[src/trht_pkg.sv]
`default_nettype none
// ----------------------------------------------------------------------------
// trht_pkg: shared types and constants of the touch region hit table
// Slot count, screen limits, mode and status codes, controller/datapath links.
// ----------------------------------------------------------------------------
package trht_pkg;

  localparam int unsigned SLOTS         = 16;
  localparam int unsigned SCREEN_WIDTH  = 1024;
  localparam int unsigned SCREEN_HEIGHT = 1024;

  localparam int unsigned COORD_W = 11;
  localparam int unsigned HAND_W  = 8;
  localparam int unsigned SLOT_W  = 4;
  localparam int unsigned IDX_W   = (SLOTS > 1) ? $clog2(SLOTS) : 1;

  typedef enum logic [1:0] {
    MODE_CLEAR = 2'd0,
    MODE_REG   = 2'd1,
    MODE_DEREG = 2'd2,
    MODE_TOUCH = 2'd3
  } mode_e;

  typedef enum logic [1:0] {
    STAT_OK        = 2'd0,
    STAT_BAD_PARAM = 2'd1,
    STAT_NOT_REG   = 2'd2,
    STAT_FULL      = 2'd3
  } status_e;

  typedef enum logic [1:0] {
    FIN_CLEAR = 2'd0,
    FIN_BAD   = 2'd1,
    FIN_MATCH = 2'd2,
    FIN_MISS  = 2'd3
  } fin_e;

  // Controller to datapath commands.
  typedef struct packed {
    logic accept;     // latch the input item, restart the scan
    logic step;       // advance to the next slot
    logic commit;     // apply the slot action of the current mode
    logic clear_all;  // free every slot
    logic fin;        // capture the result
    fin_e fin_kind;
    logic load_out;   // move the result into the output register
  } cmd_t;

  // Datapath to controller status.
  typedef struct packed {
    logic is_clear;
    logic is_bad;
    logic match;
    logic last;
  } sts_t;

endpackage : trht_pkg
`default_nettype wire

[src/trht_ctrl.sv]
`default_nettype none
// ----------------------------------------------------------------------------
// trht_ctrl: sequencing controller
// Accepts an item, walks the slots one per cycle, hands off the result.
// ----------------------------------------------------------------------------
module trht_ctrl (
  input  logic          clk_i,
  input  logic          rst_ni,
  input  logic          in_valid_i,
  output logic          in_stall_o,
  output logic          out_valid_o,
  input  logic          out_stall_i,
  input  trht_pkg::sts_t sts_i,
  output trht_pkg::cmd_t cmd_o
);
  import trht_pkg::*;

  typedef enum logic [2:0] {
    ST_IDLE = 3'b001,
    ST_SCAN = 3'b010,
    ST_DONE = 3'b100
  } state_e;

  state_e state_q, state_d;
  logic   out_valid_q, out_valid_d;

  always_comb begin
    state_d     = state_q;
    cmd_o       = '0;
    out_valid_d = out_valid_q & out_stall_i;
    case (state_q)
      ST_IDLE: begin
        if (in_valid_i) begin
          cmd_o.accept = 1'b1;
          state_d      = ST_SCAN;
        end
      end
      ST_SCAN: begin
        if (sts_i.is_clear) begin
          cmd_o.clear_all = 1'b1;
          cmd_o.fin       = 1'b1;
          cmd_o.fin_kind  = FIN_CLEAR;
          state_d         = ST_DONE;
        end else if (sts_i.is_bad) begin
          cmd_o.fin      = 1'b1;
          cmd_o.fin_kind = FIN_BAD;
          state_d        = ST_DONE;
        end else if (sts_i.match) begin
          cmd_o.commit   = 1'b1;
          cmd_o.fin      = 1'b1;
          cmd_o.fin_kind = FIN_MATCH;
          state_d        = ST_DONE;
        end else if (sts_i.last) begin
          cmd_o.fin      = 1'b1;
          cmd_o.fin_kind = FIN_MISS;
          state_d        = ST_DONE;
        end else begin
          cmd_o.step = 1'b1;
        end
      end
      ST_DONE: begin
        // Hold the result until the output register frees up.
        if (!out_valid_q || !out_stall_i) begin
          cmd_o.load_out = 1'b1;
          out_valid_d    = 1'b1;
          state_d        = ST_IDLE;
        end
      end
      default: begin
        state_d = ST_IDLE;
      end
    endcase
  end

  always_ff @(posedge clk_i or negedge rst_ni) begin
    if (!rst_ni) begin
      state_q     <= ST_IDLE;
      out_valid_q <= 1'b0;
    end else begin
      state_q     <= state_d;
      out_valid_q <= out_valid_d;
    end
  end

  assign in_stall_o  = (state_q != ST_IDLE);
  assign out_valid_o = out_valid_q;

endmodule : trht_ctrl
`default_nettype wire

[src/trht_dp.sv]
`default_nettype none
// ----------------------------------------------------------------------------
// trht_dp: slot table datapath
// Slot storage, item latch, per-slot compare, result and output registers.
// ----------------------------------------------------------------------------
module trht_dp (
  input  logic                           clk_i,
  input  logic                           rst_ni,
  input  trht_pkg::cmd_t                 cmd_i,
  output trht_pkg::sts_t                 sts_o,
  input  logic [1:0]                     mode_i,
  input  logic [trht_pkg::COORD_W-1:0]   area_left_i,
  input  logic [trht_pkg::COORD_W-1:0]   area_top_i,
  input  logic [trht_pkg::COORD_W-1:0]   area_width_i,
  input  logic [trht_pkg::COORD_W-1:0]   area_height_i,
  input  logic [trht_pkg::HAND_W-1:0]    handler_id_i,
  input  logic [trht_pkg::COORD_W-1:0]   point_x_i,
  input  logic [trht_pkg::COORD_W-1:0]   point_y_i,
  output logic [1:0]                     status_o,
  output logic                           hit_o,
  output logic [trht_pkg::SLOT_W-1:0]    hit_slot_o,
  output logic [trht_pkg::HAND_W-1:0]    hit_handler_o
);
  import trht_pkg::*;

  // Latched item.
  mode_e              mode_q;
  logic [COORD_W-1:0] left_q, top_q, width_q, height_q, px_q, py_q;
  logic [HAND_W-1:0]  hid_q;
  logic [IDX_W-1:0]   idx_q;

  // Slot table: occupancy bits with reset, payload without.
  logic [SLOTS-1:0]   valid_q;
  logic [HAND_W-1:0]  slot_handler_q [SLOTS];
  logic [COORD_W-1:0] slot_left_q    [SLOTS];
  logic [COORD_W-1:0] slot_top_q     [SLOTS];
  logic [COORD_W-1:0] slot_width_q   [SLOTS];
  logic [COORD_W-1:0] slot_height_q  [SLOTS];

  // Result and output registers.
  status_e            res_status_q, out_status_q;
  logic               res_hit_q, out_hit_q;
  logic [SLOT_W-1:0]  res_slot_q, out_slot_q;
  logic [HAND_W-1:0]  res_hand_q, out_hand_q;

  logic               rect_bad;
  logic               cur_valid;
  logic [COORD_W-1:0] cur_left, cur_top, cur_width, cur_height;
  logic [COORD_W:0]   cur_right, cur_bottom;
  logic               eq_rect, pt_in;

  assign rect_bad =
      ((left_q == '0) && (top_q == '0) && (width_q == '0) && (height_q == '0)) ||
      (left_q  > COORD_W'(SCREEN_WIDTH))  || (top_q    > COORD_W'(SCREEN_HEIGHT)) ||
      (width_q > COORD_W'(SCREEN_WIDTH))  || (height_q > COORD_W'(SCREEN_HEIGHT));

  assign cur_valid  = valid_q[idx_q];
  assign cur_left   = slot_left_q[idx_q];
  assign cur_top    = slot_top_q[idx_q];
  assign cur_width  = slot_width_q[idx_q];
  assign cur_height = slot_height_q[idx_q];
  assign cur_right  = {1'b0, cur_left} + {1'b0, cur_width};
  assign cur_bottom = {1'b0, cur_top} + {1'b0, cur_height};

  assign eq_rect = (cur_left == left_q) && (cur_top == top_q) &&
                   (cur_width == width_q) && (cur_height == height_q);
  assign pt_in   = (px_q >= cur_left) && ({1'b0, px_q} <= cur_right) &&
                   (py_q >= cur_top) && ({1'b0, py_q} <= cur_bottom);

  always_comb begin
    sts_o          = '0;
    sts_o.is_clear = (mode_q == MODE_CLEAR);
    sts_o.last     = (idx_q == IDX_W'(SLOTS - 1));
    case (mode_q)
      MODE_REG: begin
        sts_o.is_bad = (hid_q == '0) || rect_bad;
        sts_o.match  = !cur_valid;
      end
      MODE_DEREG: begin
        sts_o.is_bad = rect_bad;
        sts_o.match  = cur_valid && eq_rect;
      end
      MODE_TOUCH: begin
        sts_o.match = cur_valid && pt_in;
      end
      default: begin
        sts_o.match = 1'b0;
      end
    endcase
  end

  // Item latch and scan index.
  always_ff @(posedge clk_i or negedge rst_ni) begin
    if (!rst_ni) begin
      idx_q <= '0;
    end else if (cmd_i.accept) begin
      idx_q <= '0;
    end else if (cmd_i.step) begin
      idx_q <= idx_q + IDX_W'(1);
    end
  end

  always_ff @(posedge clk_i) begin
    if (cmd_i.accept) begin
      mode_q   <= mode_e'(mode_i);
      left_q   <= area_left_i;
      top_q    <= area_top_i;
      width_q  <= area_width_i;
      height_q <= area_height_i;
      hid_q    <= handler_id_i;
      px_q     <= point_x_i;
      py_q     <= point_y_i;
    end
  end

  // Occupancy.
  always_ff @(posedge clk_i or negedge rst_ni) begin
    if (!rst_ni) begin
      valid_q <= '0;
    end else if (cmd_i.clear_all) begin
      valid_q <= '0;
    end else if (cmd_i.commit) begin
      if (mode_q == MODE_REG) begin
        valid_q[idx_q] <= 1'b1;
      end else if (mode_q == MODE_DEREG) begin
        valid_q[idx_q] <= 1'b0;
      end
    end
  end

  // Slot payload, written on register only.
  always_ff @(posedge clk_i) begin
    if (cmd_i.commit && (mode_q == MODE_REG)) begin
      slot_handler_q[idx_q] <= hid_q;
      slot_left_q[idx_q]    <= left_q;
      slot_top_q[idx_q]     <= top_q;
      slot_width_q[idx_q]   <= width_q;
      slot_height_q[idx_q]  <= height_q;
    end
  end

  // Result capture.
  always_ff @(posedge clk_i) begin
    if (cmd_i.fin) begin
      res_status_q <= STAT_OK;
      res_hit_q    <= 1'b0;
      res_slot_q   <= '0;
      res_hand_q   <= '0;
      case (cmd_i.fin_kind)
        FIN_BAD: begin
          res_status_q <= STAT_BAD_PARAM;
        end
        FIN_MATCH: begin
          if (mode_q == MODE_TOUCH) begin
            res_hit_q  <= 1'b1;
            res_slot_q <= SLOT_W'(idx_q);
            res_hand_q <= slot_handler_q[idx_q];
          end
        end
        FIN_MISS: begin
          if (mode_q == MODE_REG) begin
            res_status_q <= STAT_FULL;
          end else if (mode_q == MODE_DEREG) begin
            res_status_q <= STAT_NOT_REG;
          end
        end
        default: begin
          res_status_q <= STAT_OK;
        end
      endcase
    end
  end

  always_ff @(posedge clk_i) begin
    if (cmd_i.load_out) begin
      out_status_q <= res_status_q;
      out_hit_q    <= res_hit_q;
      out_slot_q   <= res_slot_q;
      out_hand_q   <= res_hand_q;
    end
  end

  assign status_o      = out_status_q;
  assign hit_o         = out_hit_q;
  assign hit_slot_o    = out_slot_q;
  assign hit_handler_o = out_hand_q;

endmodule : trht_dp
`default_nettype wire

[src/touch_region_hit_table_core.sv]
`default_nettype none
// ----------------------------------------------------------------------------
// touch_region_hit_table_core: touch region hit table
// Table of screen rectangles with handler ids: clear, register, deregister
// and point hit test, one slot examined per cycle.
// ----------------------------------------------------------------------------
//
//  channel | handshake              | payload
//  --------+------------------------+-------------------------------------------
//  in      | in_valid_i / in_stall_o   | mode, area rectangle, handler, point
//  out     | out_valid_o / out_stall_i | status, hit, hit_slot, hit_handler
//
// A clear, or a register or deregister with bad parameters, ends the item
// without a slot scan; otherwise the scan visits one slot a cycle, up to
// SLOTS slots, and stops at the first free, equal or containing slot.
// Reset frees every slot at once through the occupancy bits.
// in_stall_o is high from acceptance until the result enters the output
// register; a stalled result is held there while the next item is taken.
//
module touch_region_hit_table_core (
  input  logic                         clk_i,
  input  logic                         rst_ni,
  input  logic                         in_valid_i,
  output logic                         in_stall_o,
  input  logic [1:0]                   mode_i,
  input  logic [trht_pkg::COORD_W-1:0] area_left_i,
  input  logic [trht_pkg::COORD_W-1:0] area_top_i,
  input  logic [trht_pkg::COORD_W-1:0] area_width_i,
  input  logic [trht_pkg::COORD_W-1:0] area_height_i,
  input  logic [trht_pkg::HAND_W-1:0]  handler_id_i,
  input  logic [trht_pkg::COORD_W-1:0] point_x_i,
  input  logic [trht_pkg::COORD_W-1:0] point_y_i,
  output logic                         out_valid_o,
  input  logic                         out_stall_i,
  output logic [1:0]                   status_o,
  output logic                         hit_o,
  output logic [trht_pkg::SLOT_W-1:0]  hit_slot_o,
  output logic [trht_pkg::HAND_W-1:0]  hit_handler_o
);
  import trht_pkg::*;

  cmd_t cmd;
  sts_t sts;

  // Sequencing: accept, scan, hand off.
  trht_ctrl u_ctrl (
    .clk_i       (clk_i),
    .rst_ni      (rst_ni),
    .in_valid_i  (in_valid_i),
    .in_stall_o  (in_stall_o),
    .out_valid_o (out_valid_o),
    .out_stall_i (out_stall_i),
    .sts_i       (sts),
    .cmd_o       (cmd)
  );

  // Slot table, compare logic and result registers.
  trht_dp u_dp (
    .clk_i         (clk_i),
    .rst_ni        (rst_ni),
    .cmd_i         (cmd),
    .sts_o         (sts),
    .mode_i        (mode_i),
    .area_left_i   (area_left_i),
    .area_top_i    (area_top_i),
    .area_width_i  (area_width_i),
    .area_height_i (area_height_i),
    .handler_id_i  (handler_id_i),
    .point_x_i     (point_x_i),
    .point_y_i     (point_y_i),
    .status_o      (status_o),
    .hit_o         (hit_o),
    .hit_slot_o    (hit_slot_o),
    .hit_handler_o (hit_handler_o)
  );

endmodule : touch_region_hit_table_core
`default_nettype wire
[config.mk]
export PLATFORM = sky130hd
export DESIGN_NAME = touch_region_hit_table_core
export DESIGN_NICKNAME = d
export VERILOG_FILES = /design/src/trht_pkg.sv /design/src/trht_ctrl.sv /design/src/trht_dp.sv /design/src/touch_region_hit_table_core.sv
export SDC_FILE = /design/constraint.sdc
export NUM_CORES = 1
export LEC_CHECK = 0
export BUFFER_PORTS_ARGS = -buffer_cell sky130_fd_sc_hd__buf_2
export CORE_MARGIN = 2
export CORE_UTILIZATION = 55
export CTS_CLUSTER_DIAMETER = 150
export CTS_CLUSTER_SIZE = 28
export DETAILED_ROUTE_END_ITERATION = 8
export PLACE_DENSITY = 0.71
export SLEW_MARGIN = 20
export SYNTH_ARGS = -nofsm -noshare
export SYNTH_HDL_FRONTEND = slang
export SYNTH_HIERARCHICAL = 1
export SYNTH_SLANG_ARGS = --single-unit
[constraint.sdc]
create_clock -name clk_i -period 28.4 [get_ports clk_i]
set_input_delay 5.68 -clock clk_i [delete_from_list [all_inputs] [get_ports clk_i]]
set_output_delay 5.68 -clock clk_i [all_outputs]
set_load 0.03 [all_outputs]
## Yosys cells after proc, flatten, opt, wreduce, memory -nomap -nowiden

Memories as Yosys holds them, arrays and structs flattened. A register that Yosys moved wholly into a read port is not among the register bits.
Index checks and enable logic that the tools add are counted.

- Register bits after elaboration: 122
- Bits of input ports: 80
- Output and inout bits: 17
- Word-level logic and storage cells: 136
- Memories kept: 5
- Bits in writable memories: 832

Memories:

| memory | words | width | read ports | clocked after memory_dff | wr ports | RTL line | text |
|---|---|---|---|---|---|---|---|
| u_dp.slot_height_q | 16 | 11 | 1 | 0 | 1 | trht_dp.sv:38 | `logic [COORD_W-1:0] slot_height_q [SLOTS];` |
| u_dp.slot_left_q | 16 | 11 | 1 | 0 | 1 | trht_dp.sv:35 | `logic [COORD_W-1:0] slot_left_q [SLOTS];` |
| u_dp.slot_top_q | 16 | 11 | 1 | 0 | 1 | trht_dp.sv:36 | `logic [COORD_W-1:0] slot_top_q [SLOTS];` |
| u_dp.slot_width_q | 16 | 11 | 1 | 0 | 1 | trht_dp.sv:37 | `logic [COORD_W-1:0] slot_width_q [SLOTS];` |
| u_dp.slot_handler_q | 16 | 8 | 1 | 1 | 1 | trht_dp.sv:34 | `logic [HAND_W-1:0] slot_handler_q [SLOTS];` |

- Reductions and logical operators: 35
- Equal/unequal tests: 18
- Add/sub/neg operators: 3
- Bitwise logic cells: 4
- Muxes and demuxes: 42
- Order comparisons: 10

Operators with widths:

| cell | count |
|---|---|
| $mux W16 | 4 |
| $eq A11 B11 Y1 | 4 |
| $gt A11 B11 Y1 const B | 4 |
| $logic_not A11 Y1 | 4 |
| $mux W3 | 10 |
| $add A11 B11 Y12 | 2 |
| $le A11 B12 Y1 | 2 |
| $ge A11 B11 Y1 | 2 |
| $and A16 B16 Y16 | 1 |
| $not A16 Y16 | 1 |
| $or A16 B16 Y16 | 1 |
| $mux W1 | 15 |
| $logic_and A1 B1 Y1 | 13 |
| $pmux W3 S3 | 1 |
| $eq A2 B2 Y1 const B | 4 |
| $logic_not A8 Y1 | 1 |
| $mux W2 | 4 |
| $mux W4 | 2 |
| $logic_or A1 B1 Y1 | 6 |
| $mux W6 | 1 |
| $lt A4 B5 Y1 const B | 1 |
| $ne A5 B5 Y1 const B | 1 |
| $add A4 B1 Y4 const B | 1 |
| $bmux W1 S4 | 1 |
| 20 further kinds | 26 |

## Depth between registers and ports, before layout

Gate-level depths: netlist (run 1).

- Depth after elaboration: 16
- Gate-level depth with buffers: 38
- Depth with buffers taken out: 31

## Cells and area by module

Netlist (run 1), hierarchy kept.

Modules (own cells, without submodules):

| module | seq. area each (um^2) | area each (um^2) | times used | cells each |
|---|---|---|---|---|
| trht_dp | 28,667.5 | 39,973.3 | 1 | 2,164 |
| trht_ctrl | 101.3 | 279.0 | 1 | 28 |

## Worst setup path before layout (run 1)

No wires, ideal clock.

- Path type: register -> register
- Start point: register u_dp.idx_q[1]
- End point: memory u_dp.slot_handler_q[1][0], enable pin
- Cell stages (with the launch flop): 31
- Setup slack: 18.662 ns
- Data required time: 27.874 ns
- Clock period less this slack: 9.738 ns
- Data arrival time: 9.212 ns
- Library setup time: 0.526 ns
- Path buffers: 7
- Cells stage by stage: dfrtp_1 > buf_4 > buf_4 > buf_2 > buf_2 > buf_2 > buf_2 > buf_1 > nand2_1 > and3_1 > a21oi_1 > a21oi_1 > ha_1 > fa_1 > a21o_1 > a21oi_1 > o21bai_1 > a21oi_1 > o21bai_1 > a21oi_1 > o21bai_1 > a21oi_1 > xor2_1 > ha_1 > a2111oi_0 > a31oi_1 > a211oi_1 > a211o_1 > and4_1 > nand3_1 > nor3_1

RTL lines:

| what | RTL line | text |
|---|---|---|
| start, declared | trht_dp.sv:30 | `logic [IDX_W-1:0] idx_q;` |
| start signal, assigned | trht_dp.sv:99 | `idx_q <= idx_q + IDX_W'(1);` |
| end, declared | trht_dp.sv:34 |  |

==> impl_results.md, run 1 <==
- Share of cells above drive strength 1: 0.184
- Worst vdd ir: 71.9 uV
- GRT Total Usage: 0.271
- Grt ovf: 0
- Initial antenna violation count: 3
- Row count: 99
- Slew Viols, Final: 0
- Pleak: 14.0 nW
- H-tree levels: 2
- Largest cells by area after synthesis: edfxtp_1 (70%), mux4_2 (10%), mux2i_1 (2.6%)
- CP Class: reg -> reg
- Layout Cells excl Fill: 3,274
- Seq pwr share: 0.547
- Layout Nets: 2,445
- EDFF count, synth: 938
- Status: completed
- Post-synth ARST share: 0.0249
- Setup bufs post-CTS: 0
- Worst r2r dst: u_dp/slot_height_q[2][6]
- Count leader, synth: edfxtp_1
- Final HPWL DP: 61,000 um
- Die Y: 275 um
- CP endpoint kind: flip-flop
- IO Pins: 97
- Synth warnings: 6
- Final core area utilization: 0.592
- Unrepaired setup endpoints after global routing: no
- Global-route wire length before repair: 146,000 um
- Met2 Use GR: 0.423
- Yosys reg bits: 962
- Hold Path Class: reg -> reg
- Cell variety after synth: 80
- Worst skew pair latency: 0.63 ns
- Largest net degree at the start of global routing: 125
- Switching share of power: 0.296
- Clk buf depth: 3
- Clock sink count: 962
- Int Power: 2.26 mW
- Fillers: 5,197
- CP arrival: 9.52 ns
- Initial Utilization: 0.554
- IO buf count: 96
- Most frequent cells after synthesis: edfxtp_1 (938), mux4_2 (182), nand2_1 (121)
- Worst hold slack: 0.429 ns
- Via count: 21,700
- Fin Setup TNS: 0 ns
- Hold_buf cts: 0
- R2R cell count: 25
- Vias in the first global route: 21,100
- M3 GR Usage: 0.0397
- Final wirelength: 102,000 um
- Post-route clock skew: 0.0427 ns
- Crit path max fanout: 50
- Die span in x: 275 um
- CP startpoint kind: flip-flop
- # Max-Cap Violations: 0
- Fmax: 108 MHz
- Dominant cell type by area after synthesis: edfxtp_1
- Total power: 3.21 mW
- Num CTS Buffers: 40
- Psw: 948 uW
- Clock slew at reported path FFs: 0.11 ns
- Worst slew pin tran: 1.15 ns
- Post-cts resize count: 0
- CTS tree: yes
- Initial DRC Count: 3,217
- Via/cell ratio: 6.62
- Power per cell area: 74.4 nW/um^2
- Final instance area: 43,100 sq um
- Pre-CTS WS: 19.21 ns
- M1 GR Usage: 0.404
- Post-route ant nets: 0
- Routability cong.: 0.971
- Drt first pass iters: 7
- # setup viols final: 0
- Final critical-path setup slack: 19.13 ns
- GRT busiest layer: met2
- Drt wl/cell: 31.2 um
- Reg2reg setup slack: 19.13 ns
- DRC: 0
- Syn-to-layout area delta: 7.00%
- Yosys top cell area share: 0.700
- WP data required: 28.65 ns
- Clock network power share: 0.217
- Main synth FF type: edfxtp_1
- Mapped Area: 40,300 sq um
- Die ar.: 75,400 sq um
- Seq/Total Area, Yosys: 0.715
- Logic gate share of total power: 0.236
- Relative slew slack: 0.229
- Final period util: 0.326
- Min-delay src: u_dp/res_hand_q[3]
- Root buffer cell: clkbuf_16
- Dpl cell area: 41,900 sq um
- Post-Synthesis Cells: 2,192
- Mean Syn Cell Area: 18.4 sq um
- Worst Hold Depth: 0
- Hold Path Sink: u_dp/hit_handler_o[3]
- Final-report hold violation count: 0
- Syn Nets: 2,348
- Final min period: 9.27 ns
- # placed instances: 3,205
- Worst reg2reg startpoint: u_dp/idx_q[0]
- Core area: 72,700 sq um
how the worst max path moves through the flow:
stage / from / to / depth (start not counted)
floorplan: u_dp/idx_q[1] / u_dp/slot_handler_q[1][0] / 30
global placement: u_dp/idx_q[0] / u_dp/slot_height_q[2][6] / 25
detailed placement: u_dp/idx_q[0] / u_dp/slot_height_q[2][6] / 25
CTS: u_dp/idx_q[0] / u_dp/slot_top_q[2][6] / 25
global route: u_dp/idx_q[0] / u_dp/slot_top_q[2][4] / 25
finish: u_dp/idx_q[0] / u_dp/slot_height_q[2][6] / 25
per-layer routing:
metal	up-vias	routed length [um]
li1	9004	-
met1	11200	41200
met3	192	9700
met4	2	3240
met5	-	13
met2	1280	47800
critical path: stages, from the launching register on:
cell and delay (ns):
dfrtp_4 0.93, buf_4 0.81, mux4_1 0.65, mux2_2 0.33, nor2_1 0.10, a21oi_1 0.09
ha_1 0.29, fa_1 0.48, a21o_1 0.18, a21oi_1 0.26, o21bai_1 0.10, a21oi_1 0.24
o21bai_1 0.11, a21oi_1 0.25, o21bai_1 0.09, a21oi_1 0.18, xor2_1 0.10, ha_1 0.21
a2111oi_0 0.44, a31oi_1 0.15, a211oi_1 0.36, a211o_1 0.20, and4_1 0.32, nand3_1 0.33
nor3_2 0.75, buf_4 0.79
cell type report:
cell class	instances	area [sq um]	share of cell area
antenna	2	5.00	0.000116
clock buffer	64	1130	0.0263
clock inverter	2	36.3	0.000842
inverter	70	263	0.00610
multi-input combinational	1063	10700	0.249
sequential	962	28800	0.668
tap	959	1200	0.0279
timing repair buffer	152	938	0.0218
sequential cells by signal, summed over array words and instances (netlist names), 8 cells and up:
signal and flops:
u_dp/height_q 11, u_dp/hid_q 8, u_dp/hit_handler_o 8, u_dp/left_q 11
u_dp/px_q 11, u_dp/py_q 11, u_dp/res_hand_q 8, u_dp/slot_handler_q 128
u_dp/slot_height_q 176, u_dp/slot_left_q 176, u_dp/slot_top_q 176, u_dp/slot_width_q 176
u_dp/top_q 11, u_dp/valid_q 16, u_dp/width_q 11
layout by cell type, fill, tap and decap left out, drive strengths merged, types with 11 or more instances in the layout:
cell	count
mux2	14
nor3	20
a22oi	36
dfrtp	23
ha	74
edfxtp	938
clkbuf	64
a21oi	43
xor2	27
nor2b	11
nand2b	15
nor4	17
buf	152
o21ai	60
nand3	29
a221oi	19
mux2i	103
a21o	23
nor2	84
inv	71
nand2	121
xnor2	23
and2	15
mux4	194
kinds of logic after synthesis:
| logic type | synth area share |
|---|---|
| flip-flops | 0.715 |
| buffers and inverters | 0.0221 |
| multiplexers | 0.139 |
| adder cells (fa/ha/maj) | 0.0240 |
| AND/OR/NAND/NOR | 0.0434 |
| AO/OA/AOI/OAI | 0.0457 |
| XOR/XNOR | 0.0109 |
power groups by stage:
stage / combinational [mW] / clock (mW) / sequential, mW
4_1_cts: 0.747 / 0.711 / 1.75
2_1_floorplan: 0.544 / 0 / 1.75
5_1_grt: 0.812 / 0.757 / 1.76
3_5_place_dp: 0.743 / 0 / 1.78
6_report: 0.756 / 0.696 / 1.75
3_3_place_gp: 0.735 / 0 / 1.78
Note: power is estimated with default switching activity, not from simulation.
==> run 2: changes to the inputs <==
- PLACE_DENSITY: 0.71 -> 0.74
- clock period: 28.4 -> 7.6 ns (I/O delays scaled with it)
==> run 2 against run 1 <==
- wire length grew 2.6%
- setup slack lost 19 ns
- clock power grew to 3.7 times the previous value
- largest cell class unchanged
- sequential power grew to 3.7 times the previous value
- die area is the same
- power grew to 3.8 times the previous value
- register-to-register slack lost 19 ns
- sequential share of layout area shrank 1.4 points
==> impl_results.md, run 2 (synthesis gave the netlist of run 1 again) <==
- Status: completed
- Drt wl/cell: 31.5 um
- Worst slew pin tran: 1.09 ns
- IO buf count: 96
- CP most frequent cell: a21oi_1
- Final wirelength: 105,000 um
- CP Class: reg -> reg
- Syn-to-layout area delta: 9.31%
- DRC: 0
- Initial antenna violation count: 3
- Crit path max fanout: 29
- Grt ovf: 0
- M1 GR Usage: 0.409
- IO Pins: 97
- Clock network power share: 0.212
- Post-route ant nets: 0
- Vias in the first global route: 21,600
- Max incr delay on CP: 0.72 ns
- Drt first pass iters: 7
- CP top delay family: compound AO/OA/AOI/OAI gates
- Hold_buf cts: 0
- WP data required: 7.90 ns
- Die ar.: 75,400 sq um
- Global-route wire length before repair: 151,000 um
- Min-delay src: u_dp/res_hand_q[7]
- Routability cong.: 0.983
- Pre-CTS WS: 0.226 ns
- Power per cell area: 275 nW/um^2
- Die span in x: 275 um
- Fillers: 5,141
- Psw: 3.58 mW
- Multi-input logic area: 10,800 sq um
- GRT Total Usage: 0.280
- Seq pwr share: 0.543
- Worst hold slack: 0.427 ns
- Core area: 72,700 sq um
- Crit-path slowest cell: dfrtp_4
- Hold Path Class: reg -> reg
- # Max-Cap Violations: 0
- Final HPWL DP: 68,500 um
- Unrepaired setup endpoints after global routing: no
- Final min period: 7.18 ns
- Initial DRC Count: 3,158
- CP arrival: 7.49 ns
- Final critical-path setup slack: 0.416 ns
- Most frequent cells in the layout: edfxtp_1 (938), mux4_2 (182), nand2_1 (121), mux2i_1 (102), buf_2 (96)
- Fmax: 139 MHz
- Slew Viols, Final: 0
- Die Y: 275 um
- # setup viols final: 0
- CTS tree: yes
- Share of cells above drive strength 1: 0.209
- Final-report hold violation count: 0
- Hold Path Sink: u_dp/hit_handler_o[7]
- Sequential Area: 28,800 sq um
- Clk buf depth: 3
- Met2 Use GR: 0.434
- Final period util: 0.945
- Post-route clock skew: 0.0469 ns
- Num CTS Buffers: 40
- Reg2reg setup slack: 0.42 ns
- Largest net degree at the start of global routing: 48
- Int Power: 8.50 mW
- Worst Hold Depth: 0
- Worst reg2reg startpoint: u_dp/idx_q[1]
- Worst skew pair latency: 0.63 ns
- Relative slew slack: 0.277
- M3 GR Usage: 0.0614
- Diodes inserted: 0
- Initial Utilization: 0.554
- Critical-path cell list: buf_4 -> mux4_2 -> a22oi_1 -> nand2_1 -> ha_1 -> a21o_1 -> a21oi_1 -> o21bai_1 -> a21oi_1 -> o21bai_1 -> a21oi_1 -> o21bai_1 -> a21oi_1 -> xor2_1 -> ha_1 -> a2111oi_0 -> a31oi_1 -> a211oi_1 -> a211o_1 -> and4_1 -> nand3_1 -> nor3_4 -> buf_12
- Switching share of power: 0.297
- Worst r2r dst: u_dp/slot_left_q[3][0]
- R2R cell count: 23
- Clock sink count: 962
- Logic gate share of total power: 0.245
- Layout Nets: 2,508
- Worst path buffer plus inverter count: 2
- Clock slew at reported path FFs: 0.11 ns
- Via count: 22,100
- CP startpoint kind: flip-flop
- CP endpoint kind: flip-flop
- GRT busiest layer: met2
- Pleak: 14.4 nW
- Commonest non-fill, non-tap cell in the layout: edfxtp_1
- H-tree levels: 2
- Root buffer cell: clkbuf_16
- Via/cell ratio: 6.63
- Worst vdd ir: 218 uV
- Row count: 99
run 2: cell count changes in the layout (fill, tap and decap cells not counted), sizes merged:
cell	delta
buf	+62
clkbuf	-7
clkinv	+1
diode	-2
run 2: layout make-up:
type,count,area share
well taps,959,0.0273
repair buffers,215,0.0422
clock inverters,3,0.000882
multi-input cells,1063,0.244
clock buffers,56,0.0251
inverters,70,0.00597
flip-flops and latches,962,0.654
run 2: per-layer routing:
| metal | vias up | wire, um |
|---|---|---|
| met5 | - | 36 |
| met4 | 6 | 3020 |
| met3 | 197 | 11300 |
| met2 | 1349 | 48500 |
| met1 | 11400 | 41800 |
| li1 | 9114 | - |
run 2: power groups by stage:
| stage | clock [mW] | combinational (mW) | sequential, mW |
|---|---|---|---|
| final | 2.56 | 2.96 | 6.56 |
| after global routing | 2.77 | 3.18 | 6.59 |
| after CTS | 2.61 | 2.89 | 6.56 |
| after detailed placement | 0 | 2.87 | 6.68 |
| after global placement | 0 | 2.84 | 6.66 |
| after floorplan | 0 | 2.03 | 6.52 |
run 2: stage by stage:
stage	power [mW]	utilization	instances	instance area, sq um	TNS, ns
global route	12.5	0.605	3328	44000	0
detailed placement	9.55	0.588	3266	42800	0
CTS	12.1	0.604	3325	43900	0
global placement	9.51	0.588	3266	42800	0
finish	12.1	0.605	3328	44000	0
floorplan	8.55	-	2192	40300	-536.27
run 2: worst max-delay path by stage:
stage / cells past startpoint / slack (ns) / from / endpoint
2_1_floorplan: 30 / -0.74 / u_dp/idx_q[1] / u_dp/slot_handler_q[10][0]
3_3_place_gp: 28 / 0.31 / u_dp/idx_q[0] / u_dp/slot_height_q[1][5]
3_5_place_dp: 30 / 0.23 / u_dp/idx_q[0] / u_dp/valid_q[9]
4_1_cts: 30 / 0.15 / u_dp/idx_q[0] / u_dp/valid_q[9]
5_1_grt: 30 / 0.01 / u_dp/idx_q[0] / u_dp/valid_q[5]
6_report: 23 / 0.42 / u_dp/idx_q[1] / u_dp/slot_left_q[3][0]
run 2: what timing repair did:
action / 4_1_cts / 5_1_grt
setup buffers: 0 / 3
setup endpoints to repair: 0 / 847
endpoints found under the hold margin: 0 / 0
resized for setup: 0 / 9
